File: src/sv/dcma_pkg.sv
// ----------------------------------------------------------------------------
// dcma_pkg
// Shared types and constants for the DC offset moving average unit.
// ----------------------------------------------------------------------------
`default_nettype none

package dcma_pkg;

  localparam int unsigned FIELD_W    = 32;  // sample / filtered port width
  localparam int unsigned ACC_W      = 48;  // offset accumulator width
  localparam int unsigned CFG_DATA_W = 6;   // widest config register
  localparam int unsigned CFG_IDX_W  = 1;

  localparam logic [CFG_IDX_W-1:0] CFG_WINDOW_SIZE = 1'b0;
  localparam logic [CFG_IDX_W-1:0] CFG_OUTPUT_MODE = 1'b1;

  typedef enum logic [2:0] {
    ST_IDLE,
    ST_UPD,
    ST_AVG,
    ST_DIFF,
    ST_ACC,
    ST_MEAN,
    ST_OUT
  } state_t;

endpackage

`default_nettype wire

File: src/sv/dcma_if.sv
// ----------------------------------------------------------------------------
// dcma_if
// Valid/ready stream interfaces for the sample and result channels.
// ----------------------------------------------------------------------------
`default_nettype none

interface dcma_in_if;
  logic                                 valid;
  logic                                 ready;
  logic signed [dcma_pkg::FIELD_W-1:0]  sample;

  modport source (output valid, output sample, input ready);
  modport sink   (input valid, input sample, output ready);
endinterface

interface dcma_out_if;
  logic                                 valid;
  logic                                 ready;
  logic signed [dcma_pkg::FIELD_W-1:0]  filtered;
  logic                                 saturated;

  modport source (output valid, output filtered, output saturated, input ready);
  modport sink   (input valid, input filtered, input saturated, output ready);
endinterface

`default_nettype wire

File: src/sv/dcma_div.sv
// ----------------------------------------------------------------------------
// dcma_div
// Radix-2 restoring divider: signed dividend by unsigned nonzero divisor,
// quotient truncated toward zero, one quotient bit per cycle.
// ----------------------------------------------------------------------------
`default_nettype none

module dcma_div #(
  parameter int unsigned DVD_W = 48,
  parameter int unsigned DVS_W = 6
) (
  input  wire logic                     clk,
  input  wire logic                     rst_n,
  input  wire logic                     start_i,
  input  wire logic signed [DVD_W-1:0]  dividend_i,
  input  wire logic        [DVS_W-1:0]  divisor_i,
  output      logic                     done_o,
  output      logic signed [DVD_W-1:0]  quotient_o
);

  localparam int unsigned CNT_W = $clog2(DVD_W + 1);

  logic             busy_r;
  logic             done_r;
  logic [CNT_W-1:0] cnt_r;
  logic             neg_r;
  logic [DVD_W-1:0] dvd_r;
  logic [DVS_W-1:0] rem_r;
  logic [DVS_W-1:0] dvs_r;

  logic [DVS_W:0]   shifted;
  logic             ge;

  assign shifted = {rem_r, dvd_r[DVD_W-1]};
  assign ge      = shifted >= {1'b0, dvs_r};

  always_ff @(posedge clk) begin
    if (!rst_n) begin
      busy_r <= 1'b0;
      done_r <= 1'b0;
      cnt_r  <= '0;
    end else begin
      done_r <= 1'b0;
      if (start_i) begin
        busy_r <= 1'b1;
        cnt_r  <= CNT_W'(DVD_W);
      end else if (busy_r) begin
        cnt_r <= cnt_r - CNT_W'(1);
        if (cnt_r == CNT_W'(1)) begin
          busy_r <= 1'b0;
          done_r <= 1'b1;
        end
      end
    end
  end

  always_ff @(posedge clk) begin
    if (start_i) begin
      neg_r <= dividend_i[DVD_W-1];
      dvd_r <= dividend_i[DVD_W-1] ? DVD_W'(-dividend_i) : DVD_W'(dividend_i);
      rem_r <= '0;
      dvs_r <= divisor_i;
    end else if (busy_r) begin
      rem_r <= ge ? DVS_W'(shifted - {1'b0, dvs_r}) : DVS_W'(shifted);
      dvd_r <= {dvd_r[DVD_W-2:0], ge};
    end
  end

  assign done_o     = done_r;
  assign quotient_o = neg_r ? $signed(-dvd_r) : $signed(dvd_r);

  a_start_idle: assert property (@(posedge clk) disable iff (!rst_n)
    start_i |-> !busy_r)
    else $error("divider started while busy");

  a_done_after_busy: assert property (@(posedge clk) disable iff (!rst_n)
    done_r |-> $past(busy_r) && !busy_r)
    else $error("done without finishing iteration");

  a_cnt_idle: assert property (@(posedge clk) disable iff (!rst_n)
    !busy_r |-> cnt_r == '0 || $past(start_i) == 1'b0)
    else $error("iteration count left over");

endmodule

`default_nettype wire

File: src/sv/dc_offset_moving_average_unit.sv
// ----------------------------------------------------------------------------
// dc_offset_moving_average_unit
// DC offset removal by moving average over signed Q16.16 samples.
// ----------------------------------------------------------------------------
// Usage:
//   in_ch  : one sample per transfer (valid/ready).
//   out_ch : one result per sample: filtered value and saturation flag.
//   cfg_*  : write-only registers window_size (0 = pass through) and
//            output_mode (0 = offset-removed sample, 1 = accumulated mean).
//            Write them only while the unit is idle.
// Timing: window samples live in a single-port RAM (read old, write new).
//   The mean comes from a serial divider of DIV_W bits (48 at defaults),
//   one quotient bit per cycle. Pass through goes straight to ST_OUT;
//   mode 0 first runs ST_UPD, ST_AVG (divide) and ST_DIFF; mode 1 adds
//   ST_ACC and ST_MEAN (second divide) before ST_OUT. One sample is
//   worked on at a time; the next is taken once the previous result sits
//   in the output register.
// Reset: window empty, accumulator zero, registers zero. The RAM needs no
//   clearing; only entries inside the fill count are read.
// Stall: a held result blocks the next result from loading; the unit takes
//   one more sample and waits with its result until out_ch drains.
// ----------------------------------------------------------------------------
`default_nettype none

module dc_offset_moving_average_unit #(
  parameter int unsigned MAX_WINDOW  = 32,
  parameter int unsigned SAMPLE_BITS = 32
) (
  input  wire logic                              clk,
  input  wire logic                              rst_n,
  dcma_in_if.sink                                in_ch,
  dcma_out_if.source                             out_ch,
  input  wire logic                              cfg_we,
  input  wire logic [dcma_pkg::CFG_IDX_W-1:0]    cfg_index,
  input  wire logic [dcma_pkg::CFG_DATA_W-1:0]   cfg_wdata
);

  localparam int unsigned SB     = SAMPLE_BITS;
  localparam int unsigned FILL_W = $clog2(MAX_WINDOW + 1);
  localparam int unsigned IDX_W  = (MAX_WINDOW > 1) ? $clog2(MAX_WINDOW) : 1;
  localparam int unsigned OW     = FILL_W + 1;
  localparam int unsigned TOT_W  = SB + FILL_W;
  localparam int unsigned ACC_W  = dcma_pkg::ACC_W;
  localparam int unsigned DIV_W  = (TOT_W > ACC_W) ? TOT_W : ACC_W;
  localparam int unsigned DIFF_W = SB + 1;
  localparam int unsigned SUM_W  = ((ACC_W > DIFF_W) ? ACC_W : DIFF_W) + 1;

  localparam logic signed [SB-1:0]    S_MAX = {1'b0, {(SB-1){1'b1}}};
  localparam logic signed [SB-1:0]    S_MIN = {1'b1, {(SB-1){1'b0}}};
  localparam logic signed [ACC_W-1:0] A_MAX = {1'b0, {(ACC_W-1){1'b1}}};
  localparam logic signed [ACC_W-1:0] A_MIN = {1'b1, {(ACC_W-1){1'b0}}};

  dcma_pkg::state_t state_r, state_nxt;

  logic [dcma_pkg::CFG_DATA_W-1:0] window_size_r;
  logic                            output_mode_r;

  logic [IDX_W-1:0]          slot_r;
  logic [FILL_W-1:0]         fill_r;
  logic signed [TOT_W-1:0]   total_r;
  logic signed [ACC_W-1:0]   acc_r;

  logic signed [SB-1:0]      win_mem [MAX_WINDOW];
  logic signed [SB-1:0]      rd_data_r;

  logic signed [SB-1:0]      s_r;
  logic                      drop_r;
  logic                      mode_r;
  logic signed [DIFF_W-1:0]  diff_r;
  logic signed [SB-1:0]      res_r;
  logic                      hit_r;

  logic                                out_valid_r;
  logic signed [dcma_pkg::FIELD_W-1:0] out_filtered_r;
  logic                                out_saturated_r;

  logic                      in_ready;
  logic                      in_acc;
  logic                      upd_en;
  logic                      out_load;
  logic signed [SB-1:0]      s_in;
  logic [FILL_W-1:0]         w_now;
  logic [OW-1:0]             old_raw;
  logic [IDX_W-1:0]          old_idx;
  logic signed [SB-1:0]      drop_val;
  logic signed [TOT_W-1:0]   total_nxt;
  logic [FILL_W-1:0]         fill_nxt;
  logic [IDX_W-1:0]          slot_nxt;

  logic                      div_start;
  logic signed [DIV_W-1:0]   div_dvd;
  logic [FILL_W-1:0]         div_dvs;
  logic                      div_done;
  logic signed [DIV_W-1:0]   div_q;

  logic signed [SB-1:0]      diff_clamped;
  logic                      diff_clip;
  logic signed [SUM_W-1:0]   acc_sum;
  logic signed [ACC_W-1:0]   acc_clamped;
  logic                      acc_clip;
  logic signed [SB-1:0]      mean_clamped;
  logic                      mean_clip;

  // ---- input sample to SAMPLE_BITS ----
  if (SB <= dcma_pkg::FIELD_W) begin : g_narrow
    assign s_in = $signed(in_ch.sample[SB-1:0]);
  end else begin : g_wide
    assign s_in = $signed({{(SB-dcma_pkg::FIELD_W){1'b0}}, in_ch.sample});
  end

  assign w_now = (32'(window_size_r) > 32'(MAX_WINDOW)) ? FILL_W'(MAX_WINDOW)
                                                         : FILL_W'(window_size_r);

  always_comb begin
    old_raw = OW'(slot_r) - OW'(fill_r);
    if (old_raw[OW-1]) begin
      old_raw = old_raw + OW'(MAX_WINDOW);
    end
    old_idx = old_raw[IDX_W-1:0];
  end

  assign drop_val  = drop_r ? rd_data_r : '0;
  assign total_nxt = total_r - TOT_W'(drop_val) + TOT_W'(s_r);
  assign fill_nxt  = drop_r ? fill_r : fill_r + FILL_W'(1);
  assign slot_nxt  = (slot_r == IDX_W'(MAX_WINDOW - 1)) ? '0 : slot_r + IDX_W'(1);

  // ---- clamps ----
  always_comb begin
    diff_clip    = 1'b1;
    diff_clamped = SB'(diff_r);
    if (diff_r > DIFF_W'(S_MAX)) begin
      diff_clamped = S_MAX;
    end else if (diff_r < DIFF_W'(S_MIN)) begin
      diff_clamped = S_MIN;
    end else begin
      diff_clip = 1'b0;
    end

    acc_sum     = SUM_W'(acc_r) + SUM_W'(diff_r);
    acc_clip    = 1'b1;
    acc_clamped = ACC_W'(acc_sum);
    if (acc_sum > SUM_W'(A_MAX)) begin
      acc_clamped = A_MAX;
    end else if (acc_sum < SUM_W'(A_MIN)) begin
      acc_clamped = A_MIN;
    end else begin
      acc_clip = 1'b0;
    end

    mean_clip    = 1'b1;
    mean_clamped = SB'(div_q);
    if (div_q > DIV_W'(S_MAX)) begin
      mean_clamped = S_MAX;
    end else if (div_q < DIV_W'(S_MIN)) begin
      mean_clamped = S_MIN;
    end else begin
      mean_clip = 1'b0;
    end
  end

  // ---- sequencer ----
  always_comb begin
    state_nxt = state_r;
    in_ready  = 1'b0;
    upd_en    = 1'b0;
    out_load  = 1'b0;
    div_start = 1'b0;
    div_dvd   = DIV_W'(acc_r);
    div_dvs   = fill_r;
    unique case (state_r)
      dcma_pkg::ST_IDLE: begin
        in_ready = rst_n;
        if (in_ch.valid) begin
          state_nxt = (w_now == '0) ? dcma_pkg::ST_OUT : dcma_pkg::ST_UPD;
        end
      end
      dcma_pkg::ST_UPD: begin
        upd_en    = 1'b1;
        div_start = 1'b1;
        div_dvd   = DIV_W'(total_nxt);
        div_dvs   = fill_nxt;
        state_nxt = dcma_pkg::ST_AVG;
      end
      dcma_pkg::ST_AVG: begin
        if (div_done) begin
          state_nxt = dcma_pkg::ST_DIFF;
        end
      end
      dcma_pkg::ST_DIFF: begin
        state_nxt = mode_r ? dcma_pkg::ST_ACC : dcma_pkg::ST_OUT;
      end
      dcma_pkg::ST_ACC: begin
        div_start = 1'b1;
        state_nxt = dcma_pkg::ST_MEAN;
      end
      dcma_pkg::ST_MEAN: begin
        if (div_done) begin
          state_nxt = dcma_pkg::ST_OUT;
        end
      end
      dcma_pkg::ST_OUT: begin
        if (!out_valid_r || out_ch.ready) begin
          out_load  = 1'b1;
          state_nxt = dcma_pkg::ST_IDLE;
        end
      end
      default: begin
        state_nxt = dcma_pkg::ST_IDLE;
      end
    endcase
  end

  assign in_acc = in_ch.valid && in_ready;

  // ---- control and filter state ----
  always_ff @(posedge clk) begin
    if (!rst_n) begin
      state_r       <= dcma_pkg::ST_IDLE;
      window_size_r <= '0;
      output_mode_r <= 1'b0;
      slot_r        <= '0;
      fill_r        <= '0;
      total_r       <= '0;
      acc_r         <= '0;
      out_valid_r   <= 1'b0;
    end else begin
      state_r <= state_nxt;
      if (cfg_we) begin
        unique case (cfg_index)
          dcma_pkg::CFG_WINDOW_SIZE: window_size_r <= cfg_wdata;
          dcma_pkg::CFG_OUTPUT_MODE: output_mode_r <= cfg_wdata[0];
        endcase
      end
      if (upd_en) begin
        total_r <= total_nxt;
        fill_r  <= fill_nxt;
        slot_r  <= slot_nxt;
      end
      if (state_r == dcma_pkg::ST_DIFF && mode_r) begin
        acc_r <= acc_clamped;
      end
      if (out_load) begin
        out_valid_r <= 1'b1;
      end else if (out_ch.ready) begin
        out_valid_r <= 1'b0;
      end
    end
  end

  // ---- window RAM ----
  always_ff @(posedge clk) begin
    if (upd_en) begin
      win_mem[slot_r] <= s_r;
    end
    if (in_acc) begin
      rd_data_r <= win_mem[old_idx];
    end
  end

  // ---- item datapath ----
  always_ff @(posedge clk) begin
    if (in_acc) begin
      s_r    <= s_in;
      res_r  <= s_in;
      hit_r  <= 1'b0;
      mode_r <= output_mode_r;
      drop_r <= fill_r >= w_now;
    end
    if (state_r == dcma_pkg::ST_AVG && div_done) begin
      diff_r <= DIFF_W'(s_r) - DIFF_W'(div_q);
    end
    if (state_r == dcma_pkg::ST_DIFF) begin
      if (mode_r) begin
        hit_r <= hit_r | acc_clip;
      end else begin
        res_r <= diff_clamped;
        hit_r <= hit_r | diff_clip;
      end
    end
    if (state_r == dcma_pkg::ST_MEAN && div_done) begin
      res_r <= mean_clamped;
      hit_r <= hit_r | mean_clip;
    end
    if (out_load) begin
      out_filtered_r  <= dcma_pkg::FIELD_W'(res_r);
      out_saturated_r <= hit_r;
    end
  end

  dcma_div #(
    .DVD_W (DIV_W),
    .DVS_W (FILL_W)
  ) u_div (
    .clk        (clk),
    .rst_n      (rst_n),
    .start_i    (div_start),
    .dividend_i (div_dvd),
    .divisor_i  (div_dvs),
    .done_o     (div_done),
    .quotient_o (div_q)
  );

  assign in_ch.ready      = in_ready;
  assign out_ch.valid     = out_valid_r;
  assign out_ch.filtered  = out_filtered_r;
  assign out_ch.saturated = out_saturated_r;

  a_fill_bound: assert property (@(posedge clk) disable iff (!rst_n)
    fill_r <= FILL_W'(MAX_WINDOW))
    else $error("fill count beyond window depth");

  a_slot_bound: assert property (@(posedge clk) disable iff (!rst_n)
    32'(slot_r) < 32'(MAX_WINDOW))
    else $error("write slot beyond window depth");

  a_pass_keeps_state: assert property (@(posedge clk) disable iff (!rst_n)
    (in_acc && w_now == '0) |=> fill_r == $past(fill_r) && slot_r == $past(slot_r))
    else $error("pass-through sample changed window state");

  a_fill_nonzero: assert property (@(posedge clk) disable iff (!rst_n)
    state_r == dcma_pkg::ST_UPD |=> fill_r != '0)
    else $error("window empty after update");

endmodule

`default_nettype wire
File: src/flat_wrapper.sv
// flat-port wrapper written by rule: the top's interface ports become plain ports
module dc_offset_moving_average_unit_flat 
#(
  parameter int unsigned MAX_WINDOW  = 32,
  parameter int unsigned SAMPLE_BITS = 32
)
  (clk, rst_n, cfg_we, cfg_index, cfg_wdata, in_ch_valid, in_ch_sample, in_ch_ready, out_ch_valid, out_ch_filtered, out_ch_saturated, out_ch_ready);
  dcma_in_if in_ch_i ();
  dcma_out_if out_ch_i ();
  input  wire logic clk;
  input  wire logic rst_n;
  input  wire logic cfg_we;
  input  wire logic [dcma_pkg::CFG_IDX_W-1:0] cfg_index;
  input  wire logic [dcma_pkg::CFG_DATA_W-1:0] cfg_wdata;
  input wire logic [$bits(in_ch_i.valid)-1:0] in_ch_valid;
  input wire logic [$bits(in_ch_i.sample)-1:0] in_ch_sample;
  output wire logic [$bits(in_ch_i.ready)-1:0] in_ch_ready;
  output wire logic [$bits(out_ch_i.valid)-1:0] out_ch_valid;
  output wire logic [$bits(out_ch_i.filtered)-1:0] out_ch_filtered;
  output wire logic [$bits(out_ch_i.saturated)-1:0] out_ch_saturated;
  input wire logic [$bits(out_ch_i.ready)-1:0] out_ch_ready;
  assign in_ch_i.valid = in_ch_valid;
  assign in_ch_i.sample = in_ch_sample;
  assign in_ch_ready = in_ch_i.ready;
  assign out_ch_valid = out_ch_i.valid;
  assign out_ch_filtered = out_ch_i.filtered;
  assign out_ch_saturated = out_ch_i.saturated;
  assign out_ch_i.ready = out_ch_ready;
  dc_offset_moving_average_unit #(.MAX_WINDOW(MAX_WINDOW), .SAMPLE_BITS(SAMPLE_BITS)) u_core (.clk(clk), .rst_n(rst_n), .in_ch(in_ch_i), .out_ch(out_ch_i), .cfg_we(cfg_we), .cfg_index(cfg_index), .cfg_wdata(cfg_wdata));
endmodule
File: config.mk
export PLATFORM = sky130hd
export DESIGN_NAME = dc_offset_moving_average_unit_flat
export DESIGN_NICKNAME = d
export VERILOG_FILES = /design/src/sv/dcma_pkg.sv /design/src/sv/dcma_if.sv /design/src/sv/dcma_div.sv /design/src/sv/dc_offset_moving_average_unit.sv /design/src/flat_wrapper.sv
export SDC_FILE = /design/constraint.sdc
export NUM_CORES = 2
export LEC_CHECK = 0
export ABC_AREA = 1
export BUFFER_PORTS_ARGS = -buffer_cell sky130_fd_sc_hd__buf_2
export CAP_MARGIN = 20
export CORE_UTILIZATION = 49
export CTS_CLUSTER_DIAMETER = 80
export CTS_CLUSTER_SIZE = 24
export DETAILED_ROUTE_END_ITERATION = 8
export PLACE_DENSITY = 0.71
export SLEW_MARGIN = 20
export SYNTH_ARGS = -nofsm -noshare
export SYNTH_HDL_FRONTEND = slang
export SYNTH_SLANG_ARGS = --single-unit
export TNS_END_PERCENT = 30
File: constraint.sdc
create_clock -name clk -period 5.3 [get_ports clk]
set_input_delay 0.795 -clock clk [delete_from_list [all_inputs] [get_ports clk]]
set_output_delay 0.795 -clock clk [all_outputs]
set_load 0.1 [all_outputs]
==> key figures <==
Detailed routing
  – Vias: 47900
  – Wire length per cell: 25.0 µm
  – Vias per Instance: 6.04
  – Residual DRC: 0
  – Routed wire length: 198000 µm
  – Post-route ant nets: 0
  – Starting DRT DRC Count: 6336
  – DR pass1 iterations: 6

Yosys
  – Compound-gate portion of the synthesized area: 0.108
  – Cells after Synth: 6115
  – Top cells by area, synth: edfxtp_1 (55%), nand2_1 (5.5%), dfxtp_1 (4.7%)
  – Syn Nets: 6345
  – Largest family of logic cells by synthesized area: simple AND/OR/NAND/NOR gates
  – Post-synthesis cell type count: 63
  – Post-synthesis simple-gate area fraction: 0.138
  – Post-synth design cell area: 65600 µm²
  – Yosys warnings: 0
  – Post-synth EDFFs: 1212
  – Yosys top cell by area: edfxtp_1
  – Synth top area share: 0.555
  – Post-synthesis async set-or-reset flop share: 0
  – Synth Area in XOR/XNOR: 0.0204
  – Main flop type after synthesis: edfxtp_1
  – Synth Register Bits: 1366
  – Post-synthesis mux area share: 0.0390
  – Synth Area in Adders: 0.0402
  – Seq/Total Area, Yosys: 0.602
  – Mean Syn Cell Area: 10.7 µm²

Timing
  – Final setup margin: 289 ps
  – Final worst-path cycle share: 0.945
  – Clock skew: 54.1 ps
  – Hold Vio Cnt, Final: 0
  – RSZ-0062 raised after global routing: no
  – TNS Setup: 0 ps
  – Slew @ Worst Pin: 1120 ps
  – Peak Freq: 200 MHz
  – Setup violators final: 0
  – Final Critical Period: 5010 ps
  – Slew Viols, Final: 0
  – Rel. slew slack: 0.254

Floorplanning
  – Core ar.: 132000 µm²
  – Die area: 135000 µm²
  – Row cnt: 133
  – Die Width: 368 µm
  – Starting density of the core: 0.497
  – IO Count: 79
  – Die Y: 368 µm

Clock tree
  – Total CTS buffers: 76
  – H-Tree Depth: 3
  – Clock latency at the later pin of the worst-skew pair: 750 ps
  – Clock slew at reported path FFs: 100 ps
  – CTS resizes: 0
  – Clock tree buffer depth: 3
  – Clock Tree Root: clkbuf_16
  – CTS sink count: 1366
  – Post-CTS Hold Buffers: 0
  – Setup bufs post-CTS: 0
  – CTS tree: yes

Layout
  – Share of cells above drive strength 1: 0.0776
  – Fin cells: 7938
  – Area delta synth->final: 8.30%
  – Final core occ: 0.538
  – Final nets: 6373
  – Cell area after layout: 71100 µm²
  – Antenna Cells: 0

Placed design
  – DP HPWL: 133000 µm
  – Global placement routability congestion: 0.997
  – Placement Setup Slack: 411 ps
  – Dpl cell area: 68700 µm²
  – Placed cell count: 7819
  – Number of port buffers: 78

Min path
  – Min-delay src: in_ch_sample[13]
  – Hold Path Class: input port to register
  – Hold Path Stages: 1
  – Worst hold path endpoint: u_core.s_r[13]

Pwr
  – Pleak: 27.6 nW
  – PwrDens: 623 nW/µm²
  – Peak VDD IR: 0.423 mV

GRT
  – Antenna violations before repair: 2
  – GRT Total Usage: 0.288
  – GR Overflow Total: 0
  – Largest net degree at the start of global routing: 129
  – Vias in the first global route: 45400
  – First-pass GRT wire length: 292000 µm

Setup path
  – Reg2Reg Depth: 23
  – Reg-to-reg startpoint: u_core.drop_r
  – Max FO, Critical Path: 11
  – CP Data Required Time: 5760 ps
  – Worst reg-to-reg setup slack: 290 ps
  – Worst setup SP type: register
  – Type of the worst setup path: register to register
  – Reg-to-Reg End: u_core.u_div.dvd_r[45]
  – Element type at the critical path end: register
  – CP arrival: 5470 ps

Run status
  – Status: finished clean

Job
  – Total of max-cap violations: 0
## flip-flops by register name, indices dropped and copies added (netlist names), 3 cells and up
name and flops:
u_core.win_mem 1024, u_core.u_div.dvd_r 48, u_core.slot_r 5, u_core.fill_r 6, u_core.window_size_r 6, u_core.diff_r 33
u_core.u_div.rem_r 6, u_core.state_r 3, u_core.u_div.dvs_r 6, u_core.rd_data_r 32, u_core.acc_r 48, u_core.total_r 38
u_core.u_div.cnt_r 6, u_core.s_r 32, u_core.out_ch.filtered 32, u_core.res_r 32
## power breakdown
part	total (mW)	switching, mW	internal (mW)
combinational	23.5	16.4	7.16
sequential	14.2	0.755	13.4
clock	6.59	3.67	2.92
## kinds of logic (layout without fill, tap and decap cells)
logic type	after synthesis	in the layout
multiplexers	256	256
adder cells (fa/ha/maj)	186	186
flip-flops	1366	1366
AO/OA/AOI/OAI	1152	1152
XOR/XNOR	153	153
buffers and inverters	887	955
AND/OR/NAND/NOR	2115	2115
## placed cells by master, fill, tap and decap left out, types with 40 or more instances in the layout
| cell | count |
|---|---|
| nor2_1 | 547 |
| a31oi_1 | 61 |
| o221ai_1 | 256 |
| nand2_1 | 968 |
| clkbuf_16 | 77 |
| dfxtp_1 | 154 |
| edfxtp_1 | 1212 |
| fa_1 | 40 |
| o21ai_0 | 406 |
| ha_1 | 144 |
| nand4_1 | 51 |
| buf_2 | 78 |
| xor2_1 | 114 |
| buf_4 | 140 |
| a21oi_1 | 305 |
| nand3_1 | 330 |
| inv_1 | 585 |
| mux2i_1 | 256 |
## cells in the mapped netlist, types with 32 or more instances
cell type  count
nor2_1       584
dfxtp_1      154
buf_2         37
edfxtp_1    1212
fa_1          41
xor2_1       116
o21ai_0      406
o21a_1        32
o221ai_1     256
nand3_1      330
nand4_1       51
a21oi_1      306
inv_1        590
nor3_1        37
a31oi_1       61
mux2i_1      256
nand2_1      968
xnor2_1       37
clkbuf_1     212
and3_1        34
ha_1         145
## layout make-up
cell class,count,area [µm²]
Tap cell,1755,2200
Clock inverter,24,375
Timing Repair Buffer,228,1650
Inverter,609,2300
Sequential cell,1366,39500
Multi-Input combinational cell,3862,23100
Fill cell,11400,61100
Clock buffer,94,2000
## metal layers
layer / track usage / share of wire / vias to the layer above
met3: 0.0423 / 0.097 / 306
met5: 0 / 0 / -
met4: 0.105 / 0.035 / 0
li1: - / - / 21700
met2: 0.446 / 0.45 / 2456
met1: 0.413 / 0.42 / 23500
## critical path, cell delays in order, from the launching register on
cell and delay (ps):
edfxtp_1 530, nand2_1 220, inv_1 190, fa_1 510
inv_1 40, ha_1 400, nand2_1 160, nor3_1 270
nand2_1 110, nor2_1 290, nand4_1 290, nand3_1 170
nand2_1 70, nand3_2 120, buf_4 220, nand2_1 120
inv_1 120, nand2_1 80, nor3_1 240, nand2_1 120
o21ai_1 180, nand3_1 100, nand3_1 90, nand2_1 70
## per-stage QoR
stage / power [mW] / hold slack [ps]
2_1_floorplan: 29.7 / 409
3_3_place_gp: 37.2 / 427
3_5_place_dp: 37.3 / 415
4_1_cts: 44.0 / 220
5_1_grt: 46.8 / 243
6_report: 44.3 / 244
## worst max-delay path by stage
stage               cells after the start          start                     end  slack, ps
floorplan                               9          rst_n        u_core.res_r[14]       1030
global placement                       23  u_core.drop_r  u_core.u_div.dvd_r[45]        310
detailed placement                     23  u_core.drop_r  u_core.u_div.dvd_r[45]        410
CTS                                    23  u_core.drop_r  u_core.u_div.dvd_r[45]        350
global route                           23  u_core.drop_r  u_core.u_div.dvd_r[45]         70
finish                                 23  u_core.drop_r  u_core.u_div.dvd_r[45]        290
Note: power is estimated with default switching activity, not from simulation.
